### config.mk
export PLATFORM = sky130hd
export DESIGN_NAME = scc_outq
export DESIGN_NICKNAME = d
export VERILOG_FILES = /design/src/sv/scc_pkg.sv /design/src/sv/scc_outq.sv
export SDC_FILE = /design/constraint.sdc
export NUM_CORES = 1
export LEC_CHECK = 0
export ABC_CLOCK_PERIOD_IN_PS = 3600
export BUFFER_PORTS_ARGS = -buffer_cell sky130_fd_sc_hd__buf_2
export CAP_MARGIN = 40
export CORE_MARGIN = 2
export CORE_UTILIZATION = 55
export CTS_CLUSTER_SIZE = 24
export DETAILED_ROUTE_END_ITERATION = 8
export HOLD_SLACK_MARGIN = 0.08
export PLACE_DENSITY = 0.73
export SETUP_SLACK_MARGIN = 0.15
export SYNTH_ARGS = -nofsm -noshare
export SYNTH_HDL_FRONTEND = slang
export SYNTH_SLANG_ARGS = --single-unit
### constraint.sdc
create_clock -name clk_i -period 3.6 [get_ports clk_i]
set_clock_uncertainty 0.15 [all_clocks]
set_input_delay 0.72 -clock clk_i [delete_from_list [all_inputs] [get_ports clk_i]]
set_output_delay 0.72 -clock clk_i [all_outputs]
set_load 0.05 [all_outputs]
### src/sv/scc_pkg.sv
// Shared types, constants and helper functions of the strided convolution block.
`default_nettype none
package scc_pkg;

  localparam int KERNEL_SIZE  = 9;
  localparam int MAX_WIDTH    = 64;
  localparam int HEIGHT_LIMIT = 64;
  localparam int TAPS         = KERNEL_SIZE * KERNEL_SIZE;

  localparam int PIX_W  = 16;
  localparam int COL_W  = $clog2(MAX_WIDTH);
  localparam int ROW_W  = $clog2(HEIGHT_LIMIT);
  localparam int DIM_W  = 7;
  localparam int STR_W  = 3;
  localparam int TAP_W  = 7;
  localparam int SLOT_W = $clog2(KERNEL_SIZE);

  localparam int CFG_IDX_W  = 2;
  localparam int CFG_DATA_W = 7;

  localparam int FRAC_BITS   = 14;
  localparam logic [PIX_W-1:0] VALUE_MAX = 16'hFF00;

  localparam int TREE_LEVELS = $clog2(TAPS);
  localparam int TREE_LEAVES = 1 << TREE_LEVELS;
  localparam int PROD_W      = 2 * PIX_W + 1;
  localparam int SUM_W       = PROD_W + TREE_LEVELS;
  localparam int PIPE_LEN    = TREE_LEVELS + 3;

  localparam int CMDQ_DEPTH = 4;
  localparam int CMDQ_AW    = $clog2(CMDQ_DEPTH);
  localparam int OUTQ_DEPTH = 16;
  localparam int OUTQ_AW    = $clog2(OUTQ_DEPTH);

  // reciprocal of three for the stride quotient, exact for six-bit values
  localparam int DIV3_RECIP = 43;
  localparam int DIV3_SHIFT = 7;
  // reciprocal of the kernel size for the line slot of a row
  localparam int SLOT_SHIFT = 9;
  localparam int SLOT_RECIP = ((1 << SLOT_SHIFT) + KERNEL_SIZE - 1) / KERNEL_SIZE;

  typedef enum logic [CFG_IDX_W-1:0] {
    REG_IMAGE_WIDTH  = 2'd0,
    REG_IMAGE_HEIGHT = 2'd1,
    REG_STRIDE       = 2'd2
  } scc_reg_e;

  typedef enum logic {
    MODE_COEF  = 1'b0,
    MODE_PIXEL = 1'b1
  } scc_mode_e;

  typedef struct packed {
    logic              is_pix;
    logic [PIX_W-1:0]  data;
    logic [TAP_W-1:0]  tap;
    logic [SLOT_W-1:0] slot;
    logic [COL_W-1:0]  col;
    logic              emit;
    logic [5:0]        out_row;
    logic [5:0]        out_col;
    logic              last;
  } scc_cmd_t;

  typedef struct packed {
    logic [PIX_W-1:0] value;
    logic [5:0]       out_row;
    logic [5:0]       out_col;
    logic             last;
  } scc_res_t;

  function automatic logic [5:0] div_stride(input logic [5:0] v, input logic [STR_W-1:0] s);
    logic [11:0] prod;
    logic [5:0]  q;
    prod = 12'(v) * 12'(DIV3_RECIP);
    case (s)
      3'd1:    q = v;
      3'd2:    q = v >> 1;
      3'd3:    q = 6'(prod >> DIV3_SHIFT);
      default: q = v >> 2;
    endcase
    return q;
  endfunction

  function automatic logic [SLOT_W-1:0] row_slot(input logic [ROW_W-1:0] r);
    logic [15:0] prod;
    logic [15:0] q;
    logic [15:0] rem;
    prod = 16'(r) * 16'(SLOT_RECIP);
    q    = prod >> SLOT_SHIFT;
    rem  = 16'(r) - q * 16'(KERNEL_SIZE);
    return rem[SLOT_W-1:0];
  endfunction

endpackage
`default_nettype wire

### src/sv/scc_outq.sv
// Result queue that holds finished items until the sink takes them.
`default_nettype none
module scc_outq (
  input  wire                            clk_i,
  input  wire                            rst_ni,
  input  wire                            push_i,
  input  scc_pkg::scc_res_t              res_i,
  output logic [scc_pkg::OUTQ_AW:0]      count_o,
  output logic                           valid_o,
  output scc_pkg::scc_res_t              res_o,
  input  wire                            pop_i
);
  import scc_pkg::*;

  scc_res_t            mem_q [OUTQ_DEPTH];
  logic [OUTQ_AW-1:0]  wr_q, rd_q;
  logic [OUTQ_AW:0]    cnt_q;

  assign count_o = cnt_q;
  assign valid_o = (cnt_q != '0);
  assign res_o   = mem_q[rd_q];

  always_ff @(posedge clk_i) begin
    if (push_i) begin
      mem_q[wr_q] <= res_i;
    end
  end

  always_ff @(posedge clk_i or negedge rst_ni) begin
    if (!rst_ni) begin
      wr_q  <= '0;
      rd_q  <= '0;
      cnt_q <= '0;
    end else begin
      if (push_i) wr_q <= wr_q + 1'b1;
      if (pop_i)  rd_q <= rd_q + 1'b1;
      cnt_q <= cnt_q + (OUTQ_AW+1)'(push_i) - (OUTQ_AW+1)'(pop_i);
    end
  end
endmodule
`default_nettype wire

==> results.json <==
{
  "crit_path_top_delay_cell": "mux4_2",
  "irDropWorstVdd_uv": 1060,
  "cp_top_family": "buffers and inverters",
  "timing.critical_path.to": "res_o[21]",
  "wl_met1_um": 15100,
  "regArea_mm2": 0.0143,
  "startpoint_type": "flop",
  "max_stage_delay_ns": 0.52,
  "cts_buffers": 47,
  "cts_max_level": 2,
  "path_max_fanout": 16,
  "min_path_type": "in2reg",
  "synth_area_leader_cell": "edfxtp_1",
  "nets": 958,
  "power.leakage_nw": 6.93,
  "routed-via-count": 8603,
  "layout_common_cells": "edfxtp_1, mux4_2, buf_2",
  "reg2reg_setup_slack_ns": 1.13,
  "avgSynthCellArea_um2": 23.0,
  "clockRootBuffer": "clkbuf_16",
  "cts_sinks": 477,
  "post-route-period-util": 0.945,
  "wl_met3_um": 2990,
  "crit_cells": 6,
  "outcome": "finished, final reports clean",
  "powerDensity_mw_per_mm2": 866,
  "top_layer_used": "met4",
  "crit_start": "rd_q[0]$_DFFE_PN0P_",
  "cp-end-kind": "output port",
  "routed_wl_um": 38300,
  "synth.cell_area_mm2": 0.0182,
  "synth_fp_nets": 835,
  "ys_top_cells_by_area": "edfxtp_1, mux4_2, dfrtp_1, a22oi_1, a22oi_2",
  "antenna_found_initial": 3,
  "reg2reg_to": "mem_q[11][14]$_DFFE_PP_",
  "wl_met2_um": 19300,
  "overflow": 0,
  "critPathArrivalTime_ns": 2.53,
  "r2r_cells": 3,
  "ys_ff_latch": 477,
  "grt_pass1_vias": 8795,
  "grt_pass1_wl_um": 55800,
  "layout_commonest_cell": "edfxtp_1",
  "place_hpwl_um": 20400,
  "grt_max_degree": 39,
  "start_util": 0.559,
  "clockBufferDepth": 3,
  "maxSlewViolCount": 0,
  "fp.coreArea_mm2": 0.0325,
  "io_pins": 68,
  "final_core_util": 0.654,
  "syn2layout_area_growth_pct": 17.0,
  "hold_viol_final": 0,
  "fp.dieH_um": 186,
  "first_pass_iters": 4,
  "die_x_um": 186,
  "min_period_ns": 3.40,
  "multi_input_area_mm2": 0.00385,
  "setup-violations-final": 0,
  "drive_above_1_share": 0.360,
  "slew_headroom": 0.496,
  "detail-route-antenna-nets": 0,
  "cp_num_buf_inv": 3,
  "yosysSeqAreaShare": 0.784,
  "io_buffers": 67,
  "synth_cell_types": 29,
  "timing.rr.start": "wr_q[3]$_DFFE_PN0P_",
  "via_per_inst": 6.17,
  "path_class": "reg2out",
  "cts_tree": "yes",
  "drt_iter0_markers": 893,
  "cap_viol_max_count": 0,
  "rsz0062_at_grt": "true",
  "clkTransAtPathRegs_ns": 0.06,
  "die-area_mm2": 0.0345,
  "worstMarginPinSlew_ns": 0.754,
  "grt.total_usage": 0.229,
  "drc": 0,
  "setup_tns_ns": 0,
  "routedWlPerCell_um": 27.5,
  "yosysTopAreaCellShare": 0.766,
  "synthCells": 790,
  "insertion_delay_ns": 0.55,
  "yosysWarnings": 0,
  "worstPathRequired_ns": 2.73,
  "rows": 66,
  "path_cells": "buf_4 -> buf_12 -> mux4_2 -> a22oi_1 -> nand2_1 -> buf_2",
  "num-fill-cells": 2085,
  "place_congestion": 0.740,
  "fmax_mhz": 294
}
## worst reg2reg max path, delay by kind of cell (launching register included)
kind,cells,cell delay [ns]
buffers and inverters,1,0.27
DFF,1,0.67
and+or+nand+nor,2,1.08
## cell usage after synthesis
cell and count:
a21o_1 1, a21oi_1 2, a22oi_1 40, a22oi_2 18
and2_1 1, buf_1 2, buf_2 13, buf_4 4
buf_6 3, buf_8 1, clkbuf_1 18, dfrtp_1 13
edfxtp_1 464, fa_1 1, ha_1 11, inv_1 8
mux2_2 1, mux4_2 116, nand2_1 36, nand2b_1 2
nand3_1 1, nand4_1 2, nor2_1 14, nor2b_1 2
nor3_1 4, o21ai_0 1, o21bai_1 1, xnor2_1 5
xor2_1 5
## kinds of logic (layout without fill, tap and decap cells)
group | after synthesis | count (layout) | synth area share
and+or+nand+nor | 62 | 62 | 0.0141
xor gates and xnor gates | 10 | 10 | 0.00482
muxes | 117 | 117 | 0.144
AOI/OAI and AO/OA | 63 | 63 | 0.0305
adders and majority gates | 12 | 12 | 0.00867
other | 0 | 4 | 0
buffers and inverters | 49 | 207 | 0.0137
DFF | 477 | 477 | 0.784
## report_power, final
| part | switching, W | internal, W | leakage [nW] |
|---|---|---|---|
| Combinational | 0.00409 | 0.00251 | 1.85 |
| Sequential | 0.000262 | 0.00672 | 4.34 |
| Clock | 0.00200 | 0.00284 | 0.738 |
| Total | 0.00635 | 0.0121 | 6.93 |
## timing repair
| action | in CTS | in global routing |
|---|---|---|
| hold buffers | 1 | 0 |
| endpoints found under the setup margin | 27 | 14 |
| setup buffers | 5 | 3 |
| endpoints found under the hold margin | 13 | 0 |
| gates resized for setup | 1 | 3 |
| cloned | 1 | 1 |
## through the flow
| step | std cells | hold slack (ns) | worst slack (ns) | total power (W) | instance area, um2 |
|---|---|---|---|---|---|
| floorplan | 790 | 0.274 | 0.643 | 0.0116 | 18200 |
| detailed placement | 1295 | 0.393 | 0.564 | 0.0135 | 19500 |
| global route | 1391 | 0.312 | 0.109 | 0.0191 | 21300 |
| CTS | 1386 | 0.293 | 0.174 | 0.0184 | 21200 |
| finish | 1394 | 0.317 | 0.197 | 0.0184 | 21300 |
| global placement | 1295 | 0.392 | 0.568 | 0.0134 | 19500 |
## sequential cells by signal, summed over array words and instances (netlist names)
name     flops
count_o      5
rd_q         4
wr_q         4
mem_q      464
## per-layer routing
metal | vias up | GRT usage
li1 | 3598 | -
met4 | 0 | 0.0687
met3 | 71 | 0.0430
met2 | 389 | 0.381
met5 | - | 0
met1 | 4545 | 0.313
## cell type report
cell class	count	share of cell area
Sequential cell	477	0.671
Multi-Input combinational cell	264	0.181
Clock buffer	57	0.0570
Timing Repair Buffer	115	0.0488
Tap cell	442	0.0260
Clock inverter	27	0.0150
Inverter	8	0.00141
Antenna cell	4	0.000470
## how the worst min path moves through the flow
| stage | startpoint | to | slack, ns | cells past startpoint |
|---|---|---|---|---|
| final | pop_i | rd_q[0]$_DFFE_PN0P_ | 0.32 | 2 |
| after global routing | pop_i | rd_q[0]$_DFFE_PN0P_ | 0.31 | 2 |
| after CTS | pop_i | rd_q[0]$_DFFE_PN0P_ | 0.29 | 2 |
| after detailed placement | wr_q[0]$_DFFE_PN0P_ | wr_q[0]$_DFFE_PN0P_ | 0.39 | 1 |
| after global placement | wr_q[0]$_DFFE_PN0P_ | wr_q[0]$_DFFE_PN0P_ | 0.39 | 1 |
| after floorplan | rst_ni | count_o[0]$_DFF_PN0_ | 0.27 | 0 |
(Power assumes the default switching activity.)
