File: src/sv/scc_pkg.sv
// Shared types, constants and helper functions of the strided convolution block.
`default_nettype none
package scc_pkg;

  localparam int KERNEL_SIZE  = 9;
  localparam int MAX_WIDTH    = 64;
  localparam int HEIGHT_LIMIT = 64;
  localparam int TAPS         = KERNEL_SIZE * KERNEL_SIZE;

  localparam int PIX_W  = 16;
  localparam int COL_W  = $clog2(MAX_WIDTH);
  localparam int ROW_W  = $clog2(HEIGHT_LIMIT);
  localparam int DIM_W  = 7;
  localparam int STR_W  = 3;
  localparam int TAP_W  = 7;
  localparam int SLOT_W = $clog2(KERNEL_SIZE);

  localparam int CFG_IDX_W  = 2;
  localparam int CFG_DATA_W = 7;

  localparam int FRAC_BITS   = 14;
  localparam logic [PIX_W-1:0] VALUE_MAX = 16'hFF00;

  localparam int TREE_LEVELS = $clog2(TAPS);
  localparam int TREE_LEAVES = 1 << TREE_LEVELS;
  localparam int PROD_W      = 2 * PIX_W + 1;
  localparam int SUM_W       = PROD_W + TREE_LEVELS;
  localparam int PIPE_LEN    = TREE_LEVELS + 3;

  localparam int CMDQ_DEPTH = 4;
  localparam int CMDQ_AW    = $clog2(CMDQ_DEPTH);
  localparam int OUTQ_DEPTH = 16;
  localparam int OUTQ_AW    = $clog2(OUTQ_DEPTH);

  // reciprocal of three for the stride quotient, exact for six-bit values
  localparam int DIV3_RECIP = 43;
  localparam int DIV3_SHIFT = 7;
  // reciprocal of the kernel size for the line slot of a row
  localparam int SLOT_SHIFT = 9;
  localparam int SLOT_RECIP = ((1 << SLOT_SHIFT) + KERNEL_SIZE - 1) / KERNEL_SIZE;

  typedef enum logic [CFG_IDX_W-1:0] {
    REG_IMAGE_WIDTH  = 2'd0,
    REG_IMAGE_HEIGHT = 2'd1,
    REG_STRIDE       = 2'd2
  } scc_reg_e;

  typedef enum logic {
    MODE_COEF  = 1'b0,
    MODE_PIXEL = 1'b1
  } scc_mode_e;

  typedef struct packed {
    logic              is_pix;
    logic [PIX_W-1:0]  data;
    logic [TAP_W-1:0]  tap;
    logic [SLOT_W-1:0] slot;
    logic [COL_W-1:0]  col;
    logic              emit;
    logic [5:0]        out_row;
    logic [5:0]        out_col;
    logic              last;
  } scc_cmd_t;

  typedef struct packed {
    logic [PIX_W-1:0] value;
    logic [5:0]       out_row;
    logic [5:0]       out_col;
    logic             last;
  } scc_res_t;

  function automatic logic [5:0] div_stride(input logic [5:0] v, input logic [STR_W-1:0] s);
    logic [11:0] prod;
    logic [5:0]  q;
    prod = 12'(v) * 12'(DIV3_RECIP);
    case (s)
      3'd1:    q = v;
      3'd2:    q = v >> 1;
      3'd3:    q = 6'(prod >> DIV3_SHIFT);
      default: q = v >> 2;
    endcase
    return q;
  endfunction

  function automatic logic [SLOT_W-1:0] row_slot(input logic [ROW_W-1:0] r);
    logic [15:0] prod;
    logic [15:0] q;
    logic [15:0] rem;
    prod = 16'(r) * 16'(SLOT_RECIP);
    q    = prod >> SLOT_SHIFT;
    rem  = 16'(r) - q * 16'(KERNEL_SIZE);
    return rem[SLOT_W-1:0];
  endfunction

endpackage
`default_nettype wire

File: src/sv/scc_front.sv
// Front end: configuration registers, raster position tracking and item classification.
`default_nettype none
module scc_front (
  input  wire                              clk_i,
  input  wire                              rst_ni,
  input  wire                              cfg_we_i,
  input  wire  [scc_pkg::CFG_IDX_W-1:0]    cfg_idx_i,
  input  wire  [scc_pkg::CFG_DATA_W-1:0]   cfg_data_i,
  input  wire                              in_valid_i,
  output logic                             in_ready_o,
  input  wire                              in_mode_i,
  input  wire  [scc_pkg::PIX_W-1:0]        in_pixel_i,
  input  wire  [scc_pkg::PIX_W-1:0]        in_coef_i,
  input  wire  [scc_pkg::TAP_W-1:0]        in_tap_i,
  input  wire                              full_i,
  output logic                             push_o,
  output scc_pkg::scc_cmd_t                cmd_o
);
  import scc_pkg::*;

  logic [DIM_W-1:0] width_q, height_q;
  logic [STR_W-1:0] stride_q;
  logic [COL_W-1:0] col_q, col_d;
  logic [ROW_W-1:0] row_q, row_d;

  logic [DIM_W-1:0] cw, ch;
  logic [STR_W-1:0] cs;
  logic             accept, is_pix, wrap;
  logic [DIM_W-1:0] row_b, col_n, row_n;
  logic [ROW_W-1:0] row_a;
  logic [COL_W-1:0] col_a;
  logic [5:0]       r0, c0, qr, qc, qr_end, qc_end;
  logic             at_pos, aligned, big_enough;

  always_ff @(posedge clk_i or negedge rst_ni) begin
    if (!rst_ni) begin
      width_q  <= DIM_W'(28);
      height_q <= DIM_W'(28);
      stride_q <= STR_W'(1);
    end else if (cfg_we_i) begin
      case (scc_reg_e'(cfg_idx_i))
        REG_IMAGE_WIDTH:  width_q  <= cfg_data_i;
        REG_IMAGE_HEIGHT: height_q <= cfg_data_i;
        REG_STRIDE:       stride_q <= cfg_data_i[STR_W-1:0];
        default: ;
      endcase
    end
  end

  always_ff @(posedge clk_i or negedge rst_ni) begin
    if (!rst_ni) begin
      col_q <= '0;
      row_q <= '0;
    end else begin
      col_q <= col_d;
      row_q <= row_d;
    end
  end

  always_comb begin
    cw = (width_q == '0) ? DIM_W'(1) :
         (width_q > DIM_W'(MAX_WIDTH)) ? DIM_W'(MAX_WIDTH) : width_q;
    ch = (height_q == '0) ? DIM_W'(1) :
         (height_q > DIM_W'(HEIGHT_LIMIT)) ? DIM_W'(HEIGHT_LIMIT) : height_q;
    cs = (stride_q == '0) ? STR_W'(1) : (stride_q > STR_W'(4)) ? STR_W'(4) : stride_q;

    in_ready_o = !full_i;
    accept     = in_valid_i && !full_i;
    is_pix     = (scc_mode_e'(in_mode_i) == MODE_PIXEL);

    // a register change may leave the position past the image: start a new row
    wrap  = ({1'b0, col_q} >= cw);
    col_a = wrap ? '0 : col_q;
    row_b = {1'b0, row_q} + DIM_W'(wrap);
    row_a = (row_b >= ch) ? '0 : row_b[ROW_W-1:0];

    at_pos = (row_a >= ROW_W'(KERNEL_SIZE - 1)) && (col_a >= COL_W'(KERNEL_SIZE - 1));
    r0     = 6'(row_a - ROW_W'(KERNEL_SIZE - 1));
    c0     = 6'(col_a - COL_W'(KERNEL_SIZE - 1));
    qr     = div_stride(r0, cs);
    qc     = div_stride(c0, cs);
    aligned = ((9'(qr) * 9'(cs)) == 9'(r0)) && ((9'(qc) * 9'(cs)) == 9'(c0));
    big_enough = (ch >= DIM_W'(KERNEL_SIZE)) && (cw >= DIM_W'(KERNEL_SIZE));
    qr_end = div_stride(6'(ch - DIM_W'(KERNEL_SIZE)), cs);
    qc_end = div_stride(6'(cw - DIM_W'(KERNEL_SIZE)), cs);

    col_n = DIM_W'(col_a) + DIM_W'(1);
    row_n = DIM_W'(row_a) + DIM_W'(1);
    col_d = col_q;
    row_d = row_q;
    if (accept && is_pix) begin
      if (col_n >= cw) begin
        col_d = '0;
        row_d = (row_n >= ch) ? '0 : row_n[ROW_W-1:0];
      end else begin
        col_d = col_n[COL_W-1:0];
        row_d = row_a;
      end
    end

    cmd_o.is_pix  = is_pix;
    cmd_o.data    = is_pix ? in_pixel_i : in_coef_i;
    cmd_o.tap     = in_tap_i;
    cmd_o.slot    = row_slot(row_a);
    cmd_o.col     = col_a;
    cmd_o.emit    = at_pos && aligned;
    cmd_o.out_row = qr;
    cmd_o.out_col = qc;
    cmd_o.last    = big_enough && (qr == qr_end) && (qc == qc_end);

    // drop coefficient items whose index lies outside the kernel
    push_o = accept && (is_pix || (in_tap_i < TAP_W'(TAPS)));
  end
endmodule
`default_nettype wire

File: config.mk
export PLATFORM = sky130hd
export DESIGN_NAME = scc_front
export DESIGN_NICKNAME = d
export VERILOG_FILES = /design/src/sv/scc_pkg.sv /design/src/sv/scc_front.sv
export SDC_FILE = /design/constraint.sdc
export NUM_CORES = 1
export LEC_CHECK = 0
export BUFFER_PORTS_ARGS = -buffer_cell sky130_fd_sc_hd__buf_2
export CAP_MARGIN = 40
export CORE_ASPECT_RATIO = 0.8
export CORE_MARGIN = 8
export CORE_UTILIZATION = 45
export DETAILED_ROUTE_END_ITERATION = 10
export PLACE_DENSITY = 0.76
export SYNTH_ARGS = -nofsm -noshare
export SYNTH_HDL_FRONTEND = slang
export SYNTH_SLANG_ARGS = --single-unit
File: constraint.sdc
create_clock -name clk_i -period 16.9 [get_ports clk_i]
set_clock_uncertainty 0.15 [all_clocks]
set_input_delay 5.07 -clock clk_i [delete_from_list [all_inputs] [get_ports clk_i]]
set_output_delay 5.07 -clock clk_i [all_outputs]
set_load 0.03 [all_outputs]
==> flow_metrics.env <==
export IMPL_outcome="completed"
export IMPL_r2r_end="row_q[1]"
export IMPL_grt_pass1_wl_um=35400
export IMPL_cts_htree_levels=2
export IMPL_crit_top_cell="ha_1"
export IMPL_grt_pass1_vias=7089
export IMPL_finalCriticalPeriod_ps=16010
export IMPL_drt_iter0_drc=500
export IMPL_fp_dieW_um=163
export IMPL_cts_hold_buffers=0
export IMPL_synth_area_leaders="ha_1 (30%), fa_1 (8.5%), dfrtp_1 (7.0%), inv_1 (5.8%), mux2_2 (4.6%)"
export IMPL_vias=6988
export IMPL_max_freq_mhz=62.4
export IMPL_hpwl_um=17700
export IMPL_slew_violations=0
export IMPL_synth_edf_count=0
export IMPL_tightest_slew_ps=868
export IMPL_hold_depth=2
export IMPL_drc=0
export IMPL_min_to="row_q[0]"
export IMPL_stdcell_area_um2=8740
export IMPL_via_per_inst=5.59
export IMPL_rows=43
export IMPL_yosysTopAreaCell="ha_1"
export IMPL_crit_type="register to output port"
export IMPL_finalCritPeriodShare_pct=94.8
export IMPL_hold_viol_final=0
export IMPL_drtAntennaViolNets=0
export IMPL_cp_max_fo=10
export IMPL_async_reset_ff_share_pct=100
export IMPL_cts_resized_gates=0
export IMPL_yosys_warnings=0
export IMPL_antenna_found_initial=0
export IMPL_setup_violations=0
export IMPL_synth_common_cells="ha_1 (187), inv_1 (121), nand2_1 (69)"
export IMPL_synth_most_common_cell="ha_1"
export IMPL_yosysTopAreaCellShare_pct=29.9
export IMPL_initial_utilization_pct=45.5
export IMPL_cp_start_kind="register"
export IMPL_postCtsSetupBuffers=0
export IMPL_rsz0062_at_grt="no"
export IMPL_cts_buffer_depth=2
export IMPL_syn_avg_cell_area_um2=8.44
export IMPL_post_dp_cell_area_um2=8570
export IMPL_fin_nets=1298
export IMPL_max_slew_margin_pct=42.0
export IMPL_cts_root_buf="clkbuf_16"
export IMPL_hold_path_startpoint="row_q[0]"
export IMPL_arrival_ps=10790
export IMPL_grt_use_total_pct=19.6
export IMPL_drive_above_1_share_pct=18.4
export IMPL_area_growth_pct=11.9
export IMPL_crit_required_ps=11680
export IMPL_critical_path_max_stage_delay_ps=570
export IMPL_ys_flop_type="dfrtp_1"
export IMPL_synth_sequential_area_ratio_pct=9.40
export IMPL_tns_ps=0
export IMPL_endpoint_kind="output port"
export IMPL_overflow=0
export IMPL_reg2reg_depth=30
export IMPL_design_core_area_um2=17200
export IMPL_insertion_delay_ps=280
export IMPL_die_y_um=134
export IMPL_netlist_area_um2=7820
export IMPL_place_congestion=0.916
export IMPL_io_buffers=103
export IMPL_num_io_pins=104
export IMPL_cts_tree="yes"
export IMPL_synth_cell_types=86
export IMPL_routed_wl_um=21100
export IMPL_ys_seq_elements=29
export IMPL_min_path_type="register to register"
export IMPL_numClockSinks=29
export IMPL_numCtsBuffers=5
export IMPL_design_die_area_um2=21900
export IMPL_syn_inst=926
export IMPL_clkTransAtPathRegs_ps=50
export IMPL_timing_rr_start="width_q[2]"
export IMPL_wl_per_cell_um=16.9
export IMPL_grt_max_degree=33
export IMPL_r2r_slack_ps=9800
export IMPL_diodes=0
export IMPL_drv_cap=0
export IMPL_first_pass_iters=5
export IMPL_crit_slowest_cell="dfstp_2"
## layer usage
layer / part of all wire (%) / global-route usage [%] / wire (um)
met5: 0 / 0 / 0
met4: 0.89 / 3.41 / 189
met3: 8.3 / 3.80 / 1760
met2: 44 / 31.0 / 9240
met1: 47 / 27.4 / 9930
## critical path: cells and delay by family (launching register included)
family | cells | cell delay [ps]
adders and majority gates | 11 | 3630
buffers and inverters | 8 | 910
and+or+nand+nor | 10 | 1390
xor gates and xnor gates | 4 | 750
AOI/OAI and AO/OA | 14 | 3240
DFF | 1 | 570
## placed cells by master, fill, tap and decap left out, types with 22 or more instances in the layout
cell type	n
a21oi_1	38
buf_2	105
dfrtp_1	22
fa_1	33
ha_1	187
inv_1	121
mux2_2	32
nand2_1	69
nor2_1	51
o21ai_0	35
xnor2_1	40
## metrics by stage
step                utilization (%)  hold slack, ps  setup WS, ps  instances
detailed placement             49.9             338          1320       1242
finish                         50.9             350           886       1250
global placement               49.9             323          1600       1240
global route                   50.9             366           126       1250
floorplan                         -             306          1660        931
CTS                            50.9             346           991       1250
## flip-flops by register name, summed over array words and instances, names as in the netlist
signal	cells
width_q	7
row_q	6
stride_q	3
col_q	6
height_q	7
## area by class of cell
cell class                      instances  area (um^2)
Clock buffer                            6          139
Clock inverter                          2         37.5
Fill cell                            1635         8420
Inverter                              130          488
Multi-Input combinational cell        745         6480
Sequential cell                        29          734
Tap cell                              225          282
Timing Repair Buffer                  113          586
## worst max path at each step
stage | startpoint | endpoint | slack [ps] | depth (start not counted)
floorplan | width_q[4] | cmd_o[13] | 1660 | 44
global placement | width_q[2] | cmd_o[13] | 1600 | 44
detailed placement | width_q[2] | cmd_o[13] | 1320 | 47
CTS | width_q[2] | cmd_o[13] | 990 | 47
global route | width_q[1] | cmd_o[13] | 130 | 47
finish | width_q[2] | cmd_o[13] | 890 | 47
## logic make-up after synthesis
logic type                 share of synthesized area (%)
AOI/OAI and AO/OA                                   17.0
adders and majority gates                           38.4
DFF                                                 9.40
muxes                                               5.89
xor gates and xnor gates                            6.58
other                                             0.0480
and+or+nand+nor                                     14.8
buffers and inverters                               7.97
Power is not shown: default switching activity piles up to over one toggle a cycle in this logic, so the estimate is an artifact.
