$ cat config.mk
export PLATFORM = sky130hd
export DESIGN_NAME = scc_cmdq
export DESIGN_NICKNAME = d
export VERILOG_FILES = /design/src/sv/scc_pkg.sv /design/src/sv/scc_cmdq.sv
export SDC_FILE = /design/constraint.sdc
export NUM_CORES = 1
export LEC_CHECK = 0
export BUFFER_PORTS_ARGS = -buffer_cell sky130_fd_sc_hd__buf_2
export CORE_UTILIZATION = 50
export CTS_BUF_LIST = sky130_fd_sc_hd__clkbuf_2
export CTS_CLUSTER_DIAMETER = 80
export DETAILED_ROUTE_END_ITERATION = 8
export GPL_ROUTABILITY_DRIVEN = 0
export GPL_TIMING_DRIVEN = 0
export MAX_ROUTING_LAYER = met4
export PLACE_DENSITY = 0.71
export SKIP_CTS_REPAIR_TIMING = 1
export SLEW_MARGIN = 20
export SYNTH_ARGS = -nofsm -noshare
export SYNTH_HDL_FRONTEND = slang
export SYNTH_SLANG_ARGS = --single-unit
$ cat constraint.sdc
create_clock -name clk_i -period 3 [get_ports clk_i]
set_clock_uncertainty 0.1 [all_clocks]
set_input_delay 0.6 -clock clk_i [delete_from_list [all_inputs] [get_ports clk_i]]
set_output_delay 0.6 -clock clk_i [all_outputs]
set_load 0.02 [all_outputs]
$ cat src/sv/scc_pkg.sv
// Shared types, constants and helper functions of the strided convolution block.
`default_nettype none
package scc_pkg;

  localparam int KERNEL_SIZE  = 9;
  localparam int MAX_WIDTH    = 64;
  localparam int HEIGHT_LIMIT = 64;
  localparam int TAPS         = KERNEL_SIZE * KERNEL_SIZE;

  localparam int PIX_W  = 16;
  localparam int COL_W  = $clog2(MAX_WIDTH);
  localparam int ROW_W  = $clog2(HEIGHT_LIMIT);
  localparam int DIM_W  = 7;
  localparam int STR_W  = 3;
  localparam int TAP_W  = 7;
  localparam int SLOT_W = $clog2(KERNEL_SIZE);

  localparam int CFG_IDX_W  = 2;
  localparam int CFG_DATA_W = 7;

  localparam int FRAC_BITS   = 14;
  localparam logic [PIX_W-1:0] VALUE_MAX = 16'hFF00;

  localparam int TREE_LEVELS = $clog2(TAPS);
  localparam int TREE_LEAVES = 1 << TREE_LEVELS;
  localparam int PROD_W      = 2 * PIX_W + 1;
  localparam int SUM_W       = PROD_W + TREE_LEVELS;
  localparam int PIPE_LEN    = TREE_LEVELS + 3;

  localparam int CMDQ_DEPTH = 4;
  localparam int CMDQ_AW    = $clog2(CMDQ_DEPTH);
  localparam int OUTQ_DEPTH = 16;
  localparam int OUTQ_AW    = $clog2(OUTQ_DEPTH);

  // reciprocal of three for the stride quotient, exact for six-bit values
  localparam int DIV3_RECIP = 43;
  localparam int DIV3_SHIFT = 7;
  // reciprocal of the kernel size for the line slot of a row
  localparam int SLOT_SHIFT = 9;
  localparam int SLOT_RECIP = ((1 << SLOT_SHIFT) + KERNEL_SIZE - 1) / KERNEL_SIZE;

  typedef enum logic [CFG_IDX_W-1:0] {
    REG_IMAGE_WIDTH  = 2'd0,
    REG_IMAGE_HEIGHT = 2'd1,
    REG_STRIDE       = 2'd2
  } scc_reg_e;

  typedef enum logic {
    MODE_COEF  = 1'b0,
    MODE_PIXEL = 1'b1
  } scc_mode_e;

  typedef struct packed {
    logic              is_pix;
    logic [PIX_W-1:0]  data;
    logic [TAP_W-1:0]  tap;
    logic [SLOT_W-1:0] slot;
    logic [COL_W-1:0]  col;
    logic              emit;
    logic [5:0]        out_row;
    logic [5:0]        out_col;
    logic              last;
  } scc_cmd_t;

  typedef struct packed {
    logic [PIX_W-1:0] value;
    logic [5:0]       out_row;
    logic [5:0]       out_col;
    logic             last;
  } scc_res_t;

  function automatic logic [5:0] div_stride(input logic [5:0] v, input logic [STR_W-1:0] s);
    logic [11:0] prod;
    logic [5:0]  q;
    prod = 12'(v) * 12'(DIV3_RECIP);
    case (s)
      3'd1:    q = v;
      3'd2:    q = v >> 1;
      3'd3:    q = 6'(prod >> DIV3_SHIFT);
      default: q = v >> 2;
    endcase
    return q;
  endfunction

  function automatic logic [SLOT_W-1:0] row_slot(input logic [ROW_W-1:0] r);
    logic [15:0] prod;
    logic [15:0] q;
    logic [15:0] rem;
    prod = 16'(r) * 16'(SLOT_RECIP);
    q    = prod >> SLOT_SHIFT;
    rem  = 16'(r) - q * 16'(KERNEL_SIZE);
    return rem[SLOT_W-1:0];
  endfunction

endpackage
`default_nettype wire

$ cat src/sv/scc_cmdq.sv
// Short command queue between the front end and the compute back end.
`default_nettype none
module scc_cmdq (
  input  wire                    clk_i,
  input  wire                    rst_ni,
  input  wire                    push_i,
  input  scc_pkg::scc_cmd_t      cmd_i,
  output logic                   full_o,
  output logic                   valid_o,
  output scc_pkg::scc_cmd_t      cmd_o,
  input  wire                    pop_i
);
  import scc_pkg::*;

  scc_cmd_t             mem_q [CMDQ_DEPTH];
  logic [CMDQ_AW-1:0]   wr_q, rd_q;
  logic [CMDQ_AW:0]     cnt_q;

  assign full_o  = (cnt_q == (CMDQ_AW+1)'(CMDQ_DEPTH));
  assign valid_o = (cnt_q != '0);
  assign cmd_o   = mem_q[rd_q];

  always_ff @(posedge clk_i) begin
    if (push_i) begin
      mem_q[wr_q] <= cmd_i;
    end
  end

  always_ff @(posedge clk_i or negedge rst_ni) begin
    if (!rst_ni) begin
      wr_q  <= '0;
      rd_q  <= '0;
      cnt_q <= '0;
    end else begin
      if (push_i) wr_q <= wr_q + 1'b1;
      if (pop_i)  rd_q <= rd_q + 1'b1;
      cnt_q <= cnt_q + (CMDQ_AW+1)'(push_i) - (CMDQ_AW+1)'(pop_i);
    end
  end
endmodule
`default_nettype wire

==> results of run 1 <==
==> kinds of logic (layout without fill, tap and decap cells) <==
kind of cell             count (synthesis)  in the layout  share of synthesized area
AO/OA/AOI/OAI                            1              1                   0.000678
XOR/XNOR                                 5              5                    0.00594
adder cells (fa/ha/maj)                  7              7                     0.0129
buffers and inverters                   17            206                     0.0219
flip-flops                             199            199                      0.806
multiplexers                            48             48                      0.147
AND/OR/NAND/NOR                          8              8                    0.00611
==> metal layers <==
metal / GRT usage / vias up / share of wire
met5: - / - / 0
met4: 0.0745 / 0 / 0.0093
met3: 0.0503 / 10 / 0.050
met2: 0.290 / 104 / 0.52
met1: 0.221 / 1771 / 0.42
li1: - / 1556 / -
==> final timing paths <==
path | startpoint | endpoint | slack, ns
min in group clk_i | wr_q[0]$_DFFE_PN0P_ | wr_q[0]$_DFFE_PN0P_ | 0.45
hold reg to reg | wr_q[0]$_DFFE_PN0P_ | wr_q[0]$_DFFE_PN0P_ | 0.45
max in group asynchronous | rst_ni | cnt_q[0]$_DFF_PN0_ | 2.53
setup / recovery | rd_q[0]$_DFFE_PN0P_ | cmd_o[16] | 0.16
hold / removal | rst_ni | cnt_q[2]$_DFF_PN0_ | 0.1
setup reg to reg | wr_q[1]$_DFFE_PN0P_ | mem_q[1][37]$_DFFE_PP_ | 1.26
==> report_power, final <==
part	internal (uW)	leakage, uW	total (uW)	switching (uW)
logic	1370	0.00117	3050	1690
clock network	368	0.000132	1210	845
registers	3630	0.00185	3750	127
total	5360	0.00314	8020	2660
==> registers in the layout (all words and copies together) (netlist names) <==
signal	count
cnt_q	3
mem_q	192
rd_q	2
wr_q	2
==> cell usage in the layout, fill, tap and decap left out, types with 2 or more instances in the layout <==
cell	n
ha_1	6
edfxtp_1	192
and2_4	4
clkinv_2	5
buf_2	103
xor2_1	3
dfrtp_1	7
xnor2_1	2
clkinvlp_4	3
inv_1	6
bufinv_16	2
mux4_2	48
nand2_1	2
clkinv_1	3
buf_12	8
dlygate4sd3_1	51
buf_6	3
clkbuf_2	17
==> final cells by class <==
class	count	area share
Buffer	11	0.0162
Clock buffer	17	0.00950
Multi-Input combinational cell	69	0.143
Sequential cell	199	0.663
Inverter	6	0.00251
Timing Repair Buffer	157	0.125
Clock inverter	15	0.0152
Tap cell	184	0.0257
==> through the flow <==
step	cells	hold WS (ns)	total power, uW	worst slack, ns
after global routing	658	0.0225	8470	0.000429
final	658	0.0987	8020	0.160
after floorplan	285	0.204	5910	0.722
after global placement	570	0.344	6750	-0.401
after CTS	606	-0.525	8070	-0.106
after detailed placement	574	0.351	6880	0.780
==> impl_metrics.toml, run 1 <==
[critical_path]
crit_family = "multiplexers"
worstPathCellList = "buf_6 > buf_12 > mux4_2 > buf_2"
crit_required_ns = 2.30
critPathMaxStageDelay_ns = 0.52
worst-setup-path-type = "flip-flop to output pin"
start_kind = "flip-flop"
slowest_stage = "mux4_2"
worst-path-stages = 4
worstPathArrival_ns = 2.14
critical_path_buf_inv_count = 3
crit_fanout = 10
cp-end-kind = "output pin"
r2r_cells = 4

[die]
die-area_sq_um = 15200
die_x_um = 123
ios = 102
rows = 44
core-area_sq_um = 14500
die_h_um = 123
start_util = 0.509

[synthesis]
syn_area_sq_um = 7370
yosysSeqAreaShare = 0.806
ys.flop_type = "edfxtp_1"
synth.net_count = 344
synthTopCellsByCount = "edfxtp_1, mux4_2, dfrtp_1, ha_1, inv_1"
yosys.cell_types.count = 17
syn_area_per_cell_sq_um = 25.9
yosysTopAreaCell = "edfxtp_1"
async_reset_ff_frac = 0.0352
yosysWarningCount = 0
yosysMostFrequentCell = "edfxtp_1"
synthTopCellsByArea = "edfxtp_1, mux4_2, dfrtp_1, buf_12, ha_1"
ys_ff_latch = 199
synthCells = 285
synth_top_area_share = 0.782
synth_edf_count = 192

[grt]
grt_pass1_vias = 3476
grtUsageTotal = 0.182
grt_max_degree = 38
grt_overflow_total = 0
antenna_found_initial = 0
grt_pass1_wl_um = 18800

[detailed_routing]
first_pass_iters = 5
ant_nets = 0
drt_iter0_markers = 248
drc = 0
drt-total-wl_um = 12800
dr_total_vias = 3441
viasPerCell = 5.23
post_drt_wl_per_cell_um = 19.4

[final_layout]
layout.nets = 520
multiInputGateArea_sq_um = 1280
n_fill_cell = 1052
diodes = 0
drive_above_1_share = 0.418
synthToLayoutAreaGrowth_pct = 21.5
stdcell_area_sq_um = 8960
post-route-util = 0.619
seq_area_sq_um = 5940

[timing]
max_freq_ghz = 0.352
layout_min_cycle_time_ns = 2.84
fin_setup_tns_ns = 0
finalMaxSlewViolations = 0
rsz0062_at_grt = "false"
relSlewSlack = 0.697
setup_viol = 0
max_slew.worst_pin.slew_ns = 0.455
finalHoldViolCount = 0
post-route-period-util = 0.947

[clocking]
root_buffer = "clkbuf_2"
cts_max_path_buffers = 2
cts_tree = "done"
htree_levels = 4
cts_buffers = 17
cts.sinks = 199
path_clk_slew_ns = 0.24
clock_latency_ns = 0.72

[placed_design]
numPortBuffers = 101
dp_hpwl_um = 7820
placed_cell_area_sq_um = 8210

[power]
p_leak_uw = 0.00314
power_density_nw_per_um2 = 896
ir_drop_uv = 409

[status]
status = "finished, final reports clean"

[min_path]
hp-class = "primary input to async pin"

[run]
maxCapViolCount = 0
Power figures use the tool's default switching activity.
==> inputs of run 2 (changes only) <==
- BUFFER_PORTS_ARGS: -buffer_cell sky130_fd_sc_hd__buf_2 -> -buffer_cell sky130_fd_sc_hd__buf_4
==> run 2 against run 1 <==
Against the previous run: final cell count increased by 0.30%; combinational power is 16% higher; core utilization is 2.5 points higher; critical path type unchanged; largest power group unchanged.
==> impl_metrics.toml, run 2 (synthesis gave the netlist of run 1 again) <==
[final_layout]
diodes = 0
seq_area_sq_um = 5940
drive_above_1_share = 0.422
synthToLayoutAreaGrowth_pct = 26.4
final_common_cell = "edfxtp_1"
top_register = "mem_q"
final_cell_mix = "edfxtp_1, buf_4, dlygate4sd3_1, mux4_2, buf_6"
n_fill_cell = 1012
multiInputGateArea_sq_um = 1280
largest_reg_flops = 192
layout.nets = 522
reg_top3 = "mem_q x192, cnt_q x3"

[timing]
layout_min_cycle_time_ns = 2.86
fin_setup_tns_ns = 0
rsz0062_at_grt = "true"
max_slew.worst_pin.slew_ns = 0.467
max_freq_ghz = 0.350
finalMaxSlewViolations = 0
setup_viol = 0
finalHoldViolCount = 0
relSlewSlack = 0.689
post-route-period-util = 0.952

[critical_path]
worstPathArrival_ns = 2.16
crit_required_ns = 2.30
start_kind = "flip-flop"
cp-end-kind = "output pin"
worst-setup-path-type = "flip-flop to output pin"
r2r_slack_ns = 1.21
crit_fanout = 10

[clocking]
clock_latency_ns = 0.74
htree_levels = 4
cts.sinks = 199
root_buffer = "clkbuf_2"
cts_max_path_buffers = 2
path_clk_slew_ns = 0.26
cts_buffers = 17
cts_tree = "done"

[grt]
grt_overflow_total = 0
grt_pass1_vias = 3451
antenna_found_initial = 0
grtUsageTotal = 0.179
grt_max_degree = 39
grt_pass1_wl_um = 18500

[detailed_routing]
highest_layer = "met4"
first_pass_iters = 4
dr_total_vias = 3437
ant_nets = 0
wl_met2_um = 6470
met1_length_um = 5380
drt-total-wl_um = 12700
viasPerCell = 5.21
wl_met3_um = 696
drc = 0
drt_iter0_markers = 279
post_drt_wl_per_cell_um = 19.2

[die]
die_h_um = 123
ios = 102
die_x_um = 123
start_util = 0.509
die-area_sq_um = 15200
core-area_sq_um = 14500
rows = 44

[min_path]
hp-class = "flip-flop to flip-flop"

[placed_design]
dp_hpwl_um = 7530
numPortBuffers = 101

[power]
p_leak_uw = 0.00327
p_total_uw = 8430
p_sw_uw = 2790
ir_drop_uv = 540
clkPwrFrac = 0.135
seqPwrFrac = 0.445
power_density_nw_per_um2 = 905
switching_share = 0.330
p_comb_frac = 0.419
p_int_uw = 5650

[status]
status = "finished, final reports clean"

[run]
maxCapViolCount = 0
## run 2: changes by cell type in the layout (fill, tap and decap cells not counted), sizes merged
cell | before | now
buf | 116 | 117
dlygate4sd3 | 51 | 52
inv | 7 | 12
clkinv | 9 | 7
clkinvlp | 3 | 2
bufinv | 2 | 0
## run 2: path summary, 6_finish.rpt
kind / start / to / depth (start not counted)
worst max register to register: wr_q[0]$_DFFE_PN0P_ / mem_q[2][27]$_DFFE_PP_ / 4
worst min-delay path: wr_q[0]$_DFFE_PN0P_ / wr_q[0]$_DFFE_PN0P_ / 1
worst min register to register: wr_q[0]$_DFFE_PN0P_ / wr_q[0]$_DFFE_PN0P_ / 1
worst max-delay path: rd_q[1]$_DFFE_PN0P_ / cmd_o[28] / 4
max in group asynchronous: rst_ni / rd_q[0]$_DFFE_PN0P_ / 3
min in group asynchronous: rst_ni / cnt_q[2]$_DFF_PN0_ / 3
## run 2: power by group through the flow
stage          clock network [uW]  logic (uW)  registers (uW)
2_1_floorplan                   0        2110            3800
4_1_cts                      1190        3320            3760
3_3_place_gp                    0        3200            3840
5_1_grt                      1290        3790            3800
3_5_place_dp                    0        3310            3830
6_report                     1140        3530            3760
## run 2: cell type report
| class | count | area share |
|---|---|---|
| Tap cell | 184 | 0.0247 |
| Inverter | 6 | 0.00242 |
| Multi-Input combinational cell | 69 | 0.137 |
| Clock buffer | 17 | 0.00913 |
| Sequential cell | 199 | 0.637 |
| Clock inverter | 15 | 0.0128 |
| Timing Repair Buffer | 159 | 0.161 |
| Buffer | 11 | 0.0156 |
## run 2: critical path, cell delays in order (launching register included)
cell	delay [ns]
dfrtp_1	0.46
clkbuf_4	0.26
buf_6	0.19
mux4_2	0.35
buf_6	0.15
## run 2: layer usage
metal  vias up  GRT usage
li1       1558          -
met1      1769      0.220
met2        97      0.281
met3        13     0.0627
met4         0     0.0520
met5         -          -
## run 2: stage by stage
| step | hold slack [ns] | setup slack, ns | cell area [sq um] | util | std cells |
|---|---|---|---|---|---|
| 6_report | 0.455 | 0.144 | 9320 | 0.644 | 660 |
| 5_1_grt | 0.333 | -0.0175 | 9320 | 0.644 | 660 |
| 4_1_cts | -0.599 | -0.119 | 8670 | 0.599 | 606 |
| 3_5_place_dp | 0.323 | 0.784 | 8470 | 0.585 | 574 |
| 3_3_place_gp | 0.320 | -0.355 | 8360 | 0.577 | 570 |
| 2_1_floorplan | 0.204 | 0.722 | 7370 | - | 285 |
